<file path="config.mk">
export PLATFORM = sky130hd
export DESIGN_NAME = seven_segment_scan_driver
export DESIGN_NICKNAME = d
export VERILOG_FILES = /design/src/rtl/core/ssd_pkg.sv /design/src/rtl/core/ssd_store.sv /design/src/rtl/core/ssd_scan.sv /design/src/rtl/core/seven_segment_scan_driver.sv
export SDC_FILE = /design/constraint.sdc
export NUM_CORES = 1
export LEC_CHECK = 0
export BUFFER_PORTS_ARGS = -buffer_cell sky130_fd_sc_hd__buf_4
export CAP_MARGIN = 30
export CELL_PAD_IN_SITES_DETAIL_PLACEMENT = 1
export CELL_PAD_IN_SITES_GLOBAL_PLACEMENT = 1
export CORE_ASPECT_RATIO = 1.5
export CORE_MARGIN = 5
export CORE_UTILIZATION = 53
export DETAILED_ROUTE_END_ITERATION = 7
export HOLD_SLACK_MARGIN = 0.03
export PLACE_DENSITY = 0.85
export SLEW_MARGIN = 20
export SYNTH_ARGS = -nofsm -noshare
export SYNTH_HDL_FRONTEND = slang
export SYNTH_HIERARCHICAL = 1
export SYNTH_SLANG_ARGS = --single-unit
</file>
<file path="constraint.sdc">
create_clock -name clk -period 22.1 [get_ports clk]
set_input_delay 2.21 -clock clk [delete_from_list [all_inputs] [get_ports clk]]
set_output_delay 2.21 -clock clk [all_outputs]
set_load 0.03 [all_outputs]
</file>
<file path="src/rtl/core/ssd_pkg.sv">
package ssd_pkg;

  typedef enum logic [1:0] {
    CMD_START = 2'd0,
    CMD_CHAR  = 2'd1,
    CMD_CLEAR = 2'd2,
    CMD_TICK  = 2'd3
  } cmd_t;

  typedef enum logic [1:0] {
    CFG_DIGIT_PERIOD       = 2'd0,
    CFG_BRIGHTNESS_PERCENT = 2'd1,
    CFG_SEGMENT_ACTIVE_LOW = 2'd2,
    CFG_DIGIT_ACTIVE_LOW   = 2'd3
  } cfg_idx_t;

  typedef struct packed {
    cmd_t       cmd;
    logic [6:0] char_code;
    logic [1:0] start_position;
  } item_t;

  localparam int          PERIOD_W        = 16;
  localparam int          PERCENT_W       = 7;
  localparam int          PROD_W          = 23;
  localparam int          SEL_W           = 3;
  localparam logic [6:0]  CHAR_DOT        = 7'h2E;
  localparam logic [15:0] PERIOD_RESET    = 16'd255;
  localparam logic [6:0]  PERCENT_RESET   = 7'd100;
  localparam logic [PROD_W-1:0] PERCENT_FULL = PROD_W'(100);

  // ascii to segment byte, bit0 is segment a, bit7 the dot
  function automatic logic [7:0] seg_lookup(input logic [6:0] c);
    logic [7:0] s;
    case (c)
      7'd45:   s = 8'h40;
      7'd46:   s = 8'h80;
      7'd48:   s = 8'h3F;
      7'd49:   s = 8'h06;
      7'd50:   s = 8'h5B;
      7'd51:   s = 8'h4F;
      7'd52:   s = 8'h66;
      7'd53:   s = 8'h6D;
      7'd54:   s = 8'h7D;
      7'd55:   s = 8'h07;
      7'd56:   s = 8'h7F;
      7'd57:   s = 8'h6F;
      7'd60:   s = 8'h18;
      7'd61:   s = 8'h48;
      7'd62:   s = 8'h0C;
      7'd65:   s = 8'h77;
      7'd67:   s = 8'h39;
      7'd69:   s = 8'h79;
      7'd70:   s = 8'h71;
      7'd71:   s = 8'h3D;
      7'd72:   s = 8'h76;
      7'd73:   s = 8'h06;
      7'd74:   s = 8'h1F;
      7'd76:   s = 8'h38;
      7'd79:   s = 8'h3F;
      7'd80:   s = 8'h73;
      7'd83:   s = 8'h6D;
      7'd84:   s = 8'h78;
      7'd85:   s = 8'h3E;
      7'd86:   s = 8'h1C;
      7'd89:   s = 8'h6E;
      7'd91:   s = 8'h39;
      7'd93:   s = 8'h0F;
      7'd94:   s = 8'h09;
      7'd95:   s = 8'h08;
      7'd98:   s = 8'h7C;
      7'd99:   s = 8'h58;
      7'd100:  s = 8'h5E;
      7'd102:  s = 8'h71;
      7'd104:  s = 8'h74;
      7'd106:  s = 8'h0E;
      7'd110:  s = 8'h54;
      7'd111:  s = 8'h5C;
      7'd114:  s = 8'h50;
      7'd116:  s = 8'h78;
      7'd117:  s = 8'h1C;
      7'd118:  s = 8'h1C;
      7'd123:  s = 8'h46;
      7'd125:  s = 8'h70;
      default: s = 8'h00;
    endcase
    return s;
  endfunction

endpackage

</file>
<file path="src/rtl/core/ssd_store.sv">
module ssd_store import ssd_pkg::*; #(
  parameter int DIGITS = 3,
  localparam int DIGIT_W = (DIGITS > 1) ? $clog2(DIGITS) : 1
) (
  input  logic               clk,
  input  logic               rst_n,
  input  logic               upd,
  input  item_t              item,
  input  logic [DIGIT_W-1:0] rd_digit,
  output logic [7:0]         rd_seg
);

  localparam int POS_MAX = (DIGITS > 3) ? DIGITS : 3;
  localparam int POS_W   = $clog2(POS_MAX + 1);
  localparam logic [POS_W-1:0] POS_END = POS_W'(DIGITS);

  logic [7:0]       store_r [DIGITS];
  logic [7:0]       store_nxt [DIGITS];
  logic [POS_W-1:0] wp_r, wp_nxt;
  logic             done_r, done_nxt;
  logic             merge_r, merge_nxt;
  logic [POS_W-1:0] last_pos;
  logic [POS_W-1:0] wp_inc;

  assign last_pos = wp_r - POS_W'(1);
  assign wp_inc   = wp_r + POS_W'(1);

  always_comb begin
    store_nxt = store_r;
    wp_nxt    = wp_r;
    done_nxt  = done_r;
    merge_nxt = merge_r;
    if (upd) begin
      case (item.cmd)
        CMD_START: begin
          wp_nxt    = POS_W'(item.start_position);
          done_nxt  = (POS_W'(item.start_position) >= POS_END);
          merge_nxt = 1'b0;
        end
        CMD_CHAR: begin
          if (merge_r && item.char_code == CHAR_DOT) begin
            // dot joins the digit just stored, adding 0x80 flips bit 7
            for (int i = 0; i < DIGITS; i++) begin
              if (POS_W'(i) == last_pos) store_nxt[i][7] = ~store_r[i][7];
            end
            merge_nxt = 1'b0;
          end else if (done_r || wp_r >= POS_END) begin
            done_nxt  = 1'b1;
            merge_nxt = 1'b0;
          end else begin
            for (int i = 0; i < DIGITS; i++) begin
              if (POS_W'(i) == wp_r) store_nxt[i] = seg_lookup(item.char_code);
            end
            wp_nxt    = wp_inc;
            done_nxt  = (wp_inc >= POS_END);
            merge_nxt = 1'b1;
          end
        end
        CMD_CLEAR: begin
          for (int i = 0; i < DIGITS; i++) store_nxt[i] = 8'h00;
          merge_nxt = 1'b0;
        end
        default: begin
        end
      endcase
    end
  end

  always_comb begin
    rd_seg = 8'h00;
    for (int i = 0; i < DIGITS; i++) begin
      if (DIGIT_W'(i) == rd_digit) rd_seg = store_nxt[i];
    end
  end

  always_ff @(posedge clk) begin
    if (!rst_n) begin
      for (int i = 0; i < DIGITS; i++) store_r[i] <= 8'h00;
      wp_r    <= '0;
      done_r  <= 1'b1;
      merge_r <= 1'b0;
    end else begin
      store_r <= store_nxt;
      wp_r    <= wp_nxt;
      done_r  <= done_nxt;
      merge_r <= merge_nxt;
    end
  end

  a_merge_pos: assert property (@(posedge clk) disable iff (!rst_n)
    merge_r |-> (wp_r >= POS_W'(1) && wp_r <= POS_END))
    else $error("dot merge armed with no stored digit before write position");

  a_open_pos: assert property (@(posedge clk) disable iff (!rst_n)
    !done_r |-> wp_r < POS_END)
    else $error("writing enabled past the last digit");

endmodule

</file>
<file path="src/rtl/core/ssd_scan.sv">
module ssd_scan import ssd_pkg::*; #(
  parameter int DIGITS = 3,
  localparam int DIGIT_W = (DIGITS > 1) ? $clog2(DIGITS) : 1
) (
  input  logic                 clk,
  input  logic                 rst_n,
  input  logic                 upd,
  input  logic                 tick,
  input  logic [PERIOD_W-1:0]  digit_period,
  input  logic [PERCENT_W-1:0] brightness_percent,
  output logic [DIGIT_W-1:0]   scan_digit,
  output logic                 lit
);

  localparam logic [DIGIT_W-1:0] LAST_DIGIT = DIGIT_W'(DIGITS - 1);

  logic [PERIOD_W-1:0] tick_count_r, tick_count_nxt;
  logic [DIGIT_W-1:0]  scan_digit_r, scan_digit_nxt;
  logic [PROD_W-1:0]   on_limit;
  logic [PROD_W-1:0]   count_scaled;

  always_comb begin
    tick_count_nxt = tick_count_r;
    scan_digit_nxt = scan_digit_r;
    if (upd && tick) begin
      if (tick_count_r >= digit_period) begin
        tick_count_nxt = '0;
        scan_digit_nxt = (scan_digit_r == LAST_DIGIT) ? '0 : scan_digit_r + DIGIT_W'(1);
      end else begin
        tick_count_nxt = tick_count_r + PERIOD_W'(1);
      end
    end
  end

  // count < period*percent/100  <=>  100*(count+1) <= period*percent
  assign on_limit     = PROD_W'(digit_period) * PROD_W'(brightness_percent);
  assign count_scaled = (PROD_W'(tick_count_nxt) + PROD_W'(1)) * PERCENT_FULL;
  assign lit          = (count_scaled <= on_limit);
  assign scan_digit   = scan_digit_nxt;

  always_ff @(posedge clk) begin
    if (!rst_n) begin
      tick_count_r <= '0;
      scan_digit_r <= '0;
    end else begin
      tick_count_r <= tick_count_nxt;
      scan_digit_r <= scan_digit_nxt;
    end
  end

  a_scan_range: assert property (@(posedge clk) disable iff (!rst_n)
    scan_digit_r <= LAST_DIGIT)
    else $error("scanned digit beyond the last digit");

endmodule

</file>
<file path="src/rtl/core/seven_segment_scan_driver.sv">
// Multiplexed seven-segment driver: start, character, clear and tick commands
// come in on the in_ channel, and every accepted command gives one result with
// the segment byte and digit select of the currently scanned digit, after the
// command took effect. A command passes an input register and then the result
// register, and either can hold it while the output is stalled; one command can
// be taken every clock while the output side keeps up, since the store update,
// table lookup and the one 16x7 brightness product all sit in the single stage
// between those two registers. Registers are written on
// cfg_write_en at cfg_index (0 digit period, 1 brightness percent, 2 segment
// active low, 3 digit active low) and should be changed only with no command
// in flight.
module seven_segment_scan_driver import ssd_pkg::*; #(
  parameter int DIGITS = 3
) (
  input  logic        clk,
  input  logic        rst_n,
  input  logic        in_valid,
  output logic        in_ready,
  input  logic [1:0]  in_cmd,
  input  logic [6:0]  in_char_code,
  input  logic [1:0]  in_start_position,
  output logic        out_valid,
  input  logic        out_ready,
  output logic [7:0]  out_segment_lines,
  output logic [2:0]  out_digit_selects,
  input  logic        cfg_write_en,
  input  logic [1:0]  cfg_index,
  input  logic [15:0] cfg_data
);

  localparam int DIGIT_W = (DIGITS > 1) ? $clog2(DIGITS) : 1;

  logic [PERIOD_W-1:0]  digit_period_r;
  logic [PERCENT_W-1:0] brightness_percent_r;
  logic                 segment_active_low_r;
  logic                 digit_active_low_r;

  logic         s1_valid_r, s1_valid_nxt;
  item_t        s1_item_r;
  logic         s1_move;
  logic         in_xfer;

  logic         out_valid_r, out_valid_nxt;
  logic [7:0]   out_seg_r;
  logic [SEL_W-1:0] out_sel_r;

  logic [DIGIT_W-1:0] scan_digit;
  logic               lit;
  logic [7:0]         seg_byte;
  logic [SEL_W-1:0]   sel_raw;

  assign s1_move  = s1_valid_r && (!out_valid_r || out_ready);
  assign in_ready = !s1_valid_r || s1_move;
  assign in_xfer  = in_valid && in_ready;

  assign s1_valid_nxt  = in_xfer || (s1_valid_r && !s1_move);
  assign out_valid_nxt = s1_move || (out_valid_r && !out_ready);

  ssd_store #(.DIGITS(DIGITS)) u_store (
    .clk      (clk),
    .rst_n    (rst_n),
    .upd      (s1_move),
    .item     (s1_item_r),
    .rd_digit (scan_digit),
    .rd_seg   (seg_byte)
  );

  ssd_scan #(.DIGITS(DIGITS)) u_scan (
    .clk                (clk),
    .rst_n              (rst_n),
    .upd                (s1_move),
    .tick               (s1_item_r.cmd == CMD_TICK),
    .digit_period       (digit_period_r),
    .brightness_percent (brightness_percent_r),
    .scan_digit         (scan_digit),
    .lit                (lit)
  );

  // digits past the select width are never driven
  always_comb begin
    sel_raw = '0;
    for (int i = 0; i < SEL_W; i++) begin
      if (i < DIGITS && DIGIT_W'(i) == scan_digit) sel_raw[i] = lit;
    end
  end

  always_ff @(posedge clk) begin
    if (!rst_n) begin
      digit_period_r       <= PERIOD_RESET;
      brightness_percent_r <= PERCENT_RESET;
      segment_active_low_r <= 1'b0;
      digit_active_low_r   <= 1'b0;
    end else if (cfg_write_en) begin
      case (cfg_idx_t'(cfg_index))
        CFG_DIGIT_PERIOD:       digit_period_r       <= cfg_data[PERIOD_W-1:0];
        CFG_BRIGHTNESS_PERCENT: brightness_percent_r <= cfg_data[PERCENT_W-1:0];
        CFG_SEGMENT_ACTIVE_LOW: segment_active_low_r <= cfg_data[0];
        CFG_DIGIT_ACTIVE_LOW:   digit_active_low_r   <= cfg_data[0];
        default: begin
        end
      endcase
    end
  end

  always_ff @(posedge clk) begin
    if (!rst_n) begin
      s1_valid_r  <= 1'b0;
      out_valid_r <= 1'b0;
    end else begin
      s1_valid_r  <= s1_valid_nxt;
      out_valid_r <= out_valid_nxt;
    end
  end

  always_ff @(posedge clk) begin
    if (in_xfer) begin
      s1_item_r <= '{cmd: cmd_t'(in_cmd), char_code: in_char_code,
                     start_position: in_start_position};
    end
    if (s1_move) begin
      out_seg_r <= seg_byte ^ {8{segment_active_low_r}};
      out_sel_r <= sel_raw ^ {SEL_W{digit_active_low_r}};
    end
  end

  assign out_valid         = out_valid_r;
  assign out_segment_lines = out_seg_r;
  assign out_digit_selects = out_sel_r;

  a_sel_onehot: assert property (@(posedge clk) disable iff (!rst_n)
    (out_valid_r && !digit_active_low_r) |-> $onehot0(out_sel_r))
    else $error("more than one digit selected");

endmodule
</file>
==> results_dict.tcl <==
set metrics [dict create \
    grt_start_max_net_pins 71 \
    cts_setup_buffers 0 \
    outcome "finished, final reports clean" \
    cts_hold_buf 0 \
    drive_gt1_share_pct 6.82 \
    drt-wirelength-per-cell_um 20.5 \
    path_class "primary input to flip-flop" \
    antenna_found_initial 0 \
    finalHoldViolations 0 \
    seq_area_sq_um 2120 \
    rows 66 \
    ys_seq_elements 95 \
    slowest_delay_ns 0.50 \
    syn_to_final_growth_pct 6.67 \
    r2r-start "u_scan/tick_count_r[0]$_SDFF_PN0_" \
    ios 47 \
    vias 10200 \
    synth_area_sq_um 11800 \
    grt_pass1_vias 11200 \
    clock-sinks 95 \
    period_share_pct 44.8 \
    cp_max_fo 18 \
    nets 1666 \
    die_w_um 132 \
    synth_cell_types 87 \
    globalplace.congestion 0.889 \
    drv_cap 0 \
    cts_tree "done" \
    reg2reg_slack_ns 12.99 \
    r2r_cells 38 \
    ir_worst_vdd_uv 38.5 \
    synth-edff-count 22 \
    yosysWarnings 6 \
    worstMarginPinSlew_ns 0.958 \
    final_common_cell "nand2_1" \
    final_cell_count_no_fill 1680 \
    grt_usage_pct 27.4 \
    place_inst 1663 \
    whs_endpoint "u_store/store_r[11]$_SDFF_PN0_" \
    netlist_instances 1394 \
    max_freq_mhz 101 \
    clockRootBuffer "clkbuf_16" \
    start_util_pct 54.0 \
    hold_start "u_store/store_r[11]$_SDFF_PN0_" \
    n_fill_cell 2643 \
    grt_overflow_total 0 \
    ys_seq_area_share_pct 18.0 \
    skew_ns 0.0152 \
    clock_latency_ns 0.36 \
    dr.pass1.iters 5 \
    die_area_sq_um 25400 \
    async_flop_share_pct 0 \
    grt_pass1_wl_um 56400 \
    hold_path.class "flip-flop to flip-flop" \
    portBuffers 46 \
    multi_input_area_sq_um 8840 \
    synth_flop_cell "dfxtp_1" \
    hold_path_depth 2 \
    cp.required_ns 22.20 \
    drt.antenna.violating_nets 0 \
    r2r_end "out_digit_selects[0]$_DFFE_PP_" \
    slew_headroom_pct 36.1 \
    synth_fp_nets 1657 \
    drc 0 \
    finalCriticalPeriod_ns 9.90 \
    cts_max_level 3 \
    mostFrequentLayoutCells "nand2_1, ha_1, inv_1" \
    startpoint_type "primary input" \
    cts-resized-gates 0 \
    endpoint_kind "flip-flop" \
    dp_hpwl_um 26400 \
    wirelength_um 34400 \
    syn_area_per_cell_sq_um 8.45 \
    clk_pin_slew_ns 0.07 \
    rsz0062_at_grt "no" \
    cp.arrival_ns 10.00 \
    p_leak_nw 6.11 \
    coreArea_sq_um 21800 \
    drt-initial-drc-count 495 \
    finish.utilization_pct 57.6 \
    antenna_cells 0 \
    cts-buffers-inserted 9 \
    finalSetupViolations 0 \
    final_max_slew_viol_count 0 \
    die_h_um 193 \
    path_common_cell "ha_1" \
    tns_ns 0 \
    powerDensity_nw_per_um2 51.8 \
    via_per_inst 6.09 \
    clock_path_buffers 2 \
    cp_slowest_cell "fa_1" \
]
[registers in the layout (all words and copies together) (netlist names)]
signal,count
u_store/done_r,1
segment_active_low_r,1
digit_active_low_r,1
s1_valid_r,1
u_store/wp_r,2
brightness_percent_r,7
s1_item_r,11
u_scan/scan_digit_r,2
out_valid,1
u_store/store_r,24
digit_period_r,16
out_segment_lines,8
u_scan/tick_count_r,16
out_digit_selects,3
u_store/merge_r,1
[where the power goes]
group	switching, W	internal [W]	total, W	leakage (nW)
clock network	0.0000735	0.0000989	0.000172	0.159
registers	0.0000100	0.000182	0.000192	0.800
logic	0.000165	0.000122	0.000286	5.15
total	0.000248	0.000403	0.000651	6.11
[cell type report]
class,instances,area share (%)
Timing Repair Buffer,54,3.21
Tap cell,272,2.71
Clock buffer,12,2.13
Clock inverter,4,0.448
Inverter,142,4.24
Sequential cell,95,16.9
Multi-Input combinational cell,1101,70.4
[worst max-delay path: cells and delay by family]
kind,cells,cell delay (ns)
adder cells (fa/ha/maj),6,1.95
AO/OA/AOI/OAI,14,2.86
AND/OR/NAND/NOR,10,2.08
buffers and inverters,4,0.47
XOR/XNOR,2,0.45
[cell families (layout without fill, tap and decap cells)]
family	after synthesis	count (layout)	share of synthesized area [%]
AOI/OAI and AO/OA	274	274	16.4
xor gates and xnor gates	69	69	5.13
adders and majority gates	229	229	29.5
buffers and inverters	198	212	6.91
DFF	95	95	18.0
muxes	28	28	2.61
and+or+nand+nor	501	501	21.5
[worst max-delay path by stage]
| stage | cells after the start | startpoint | endpoint |
|---|---|---|---|
| after floorplan | 35 | out_ready | out_digit_selects[0]$_DFFE_PP_ |
| after global placement | 36 | out_ready | out_digit_selects[0]$_DFFE_PP_ |
| after detailed placement | 36 | out_ready | out_digit_selects[0]$_DFFE_PP_ |
| after CTS | 36 | out_ready | out_digit_selects[0]$_DFFE_PP_ |
| after global routing | 36 | out_ready | out_digit_selects[0]$_DFFE_PP_ |
| final | 36 | out_ready | out_digit_selects[0]$_DFFE_PP_ |
[cell usage after synthesis, types with 21 or more instances]
| library cell | number | share of area [%] |
|---|---|---|
| and2_1 | 66 | 3.5 |
| mux2i_1 | 21 | 1.8 |
| xnor2_1 | 31 | 2.3 |
| a21oi_1 | 52 | 2.2 |
| nand3_1 | 27 | 1.1 |
| nor2_1 | 74 | 2.4 |
| a21o_1 | 28 | 1.8 |
| nand2_1 | 182 | 5.8 |
| clkbuf_1 | 33 | 1.1 |
| ha_1 | 148 | 16 |
| o21ai_0 | 50 | 2.1 |
| nor2b_1 | 45 | 2.4 |
| xor2_1 | 38 | 2.8 |
| fa_1 | 81 | 14 |
| edfxtp_1 | 22 | 5.6 |
| dfxtp_1 | 73 | 12 |
| inv_1 | 142 | 4.5 |
[per-layer routing]
metal / global-route usage [%] / part of all wire (%) / vias up
met3: 2.19 / 2.0 / 113
met2: 54.7 / 57 / 212
met1: 27.5 / 36 / 5126
met5: 0 / 0 / -
li1: - / - / 4775
met4: 15.6 / 5.7 / 0
[through the flow]
stage	hold slack (ns)	power, W	area [sq um]	setup WS [ns]
after floorplan	0.434	0.000405	11800	12.57
after global placement	0.445	0.000463	12200	12.37
after detailed placement	0.456	0.000477	12200	11.97
after CTS	0.466	0.000654	12600	12.29
after global routing	0.497	0.000700	12600	11.71
final	0.465	0.000651	12600	12.20
Note: power is estimated with default switching activity, not from simulation.
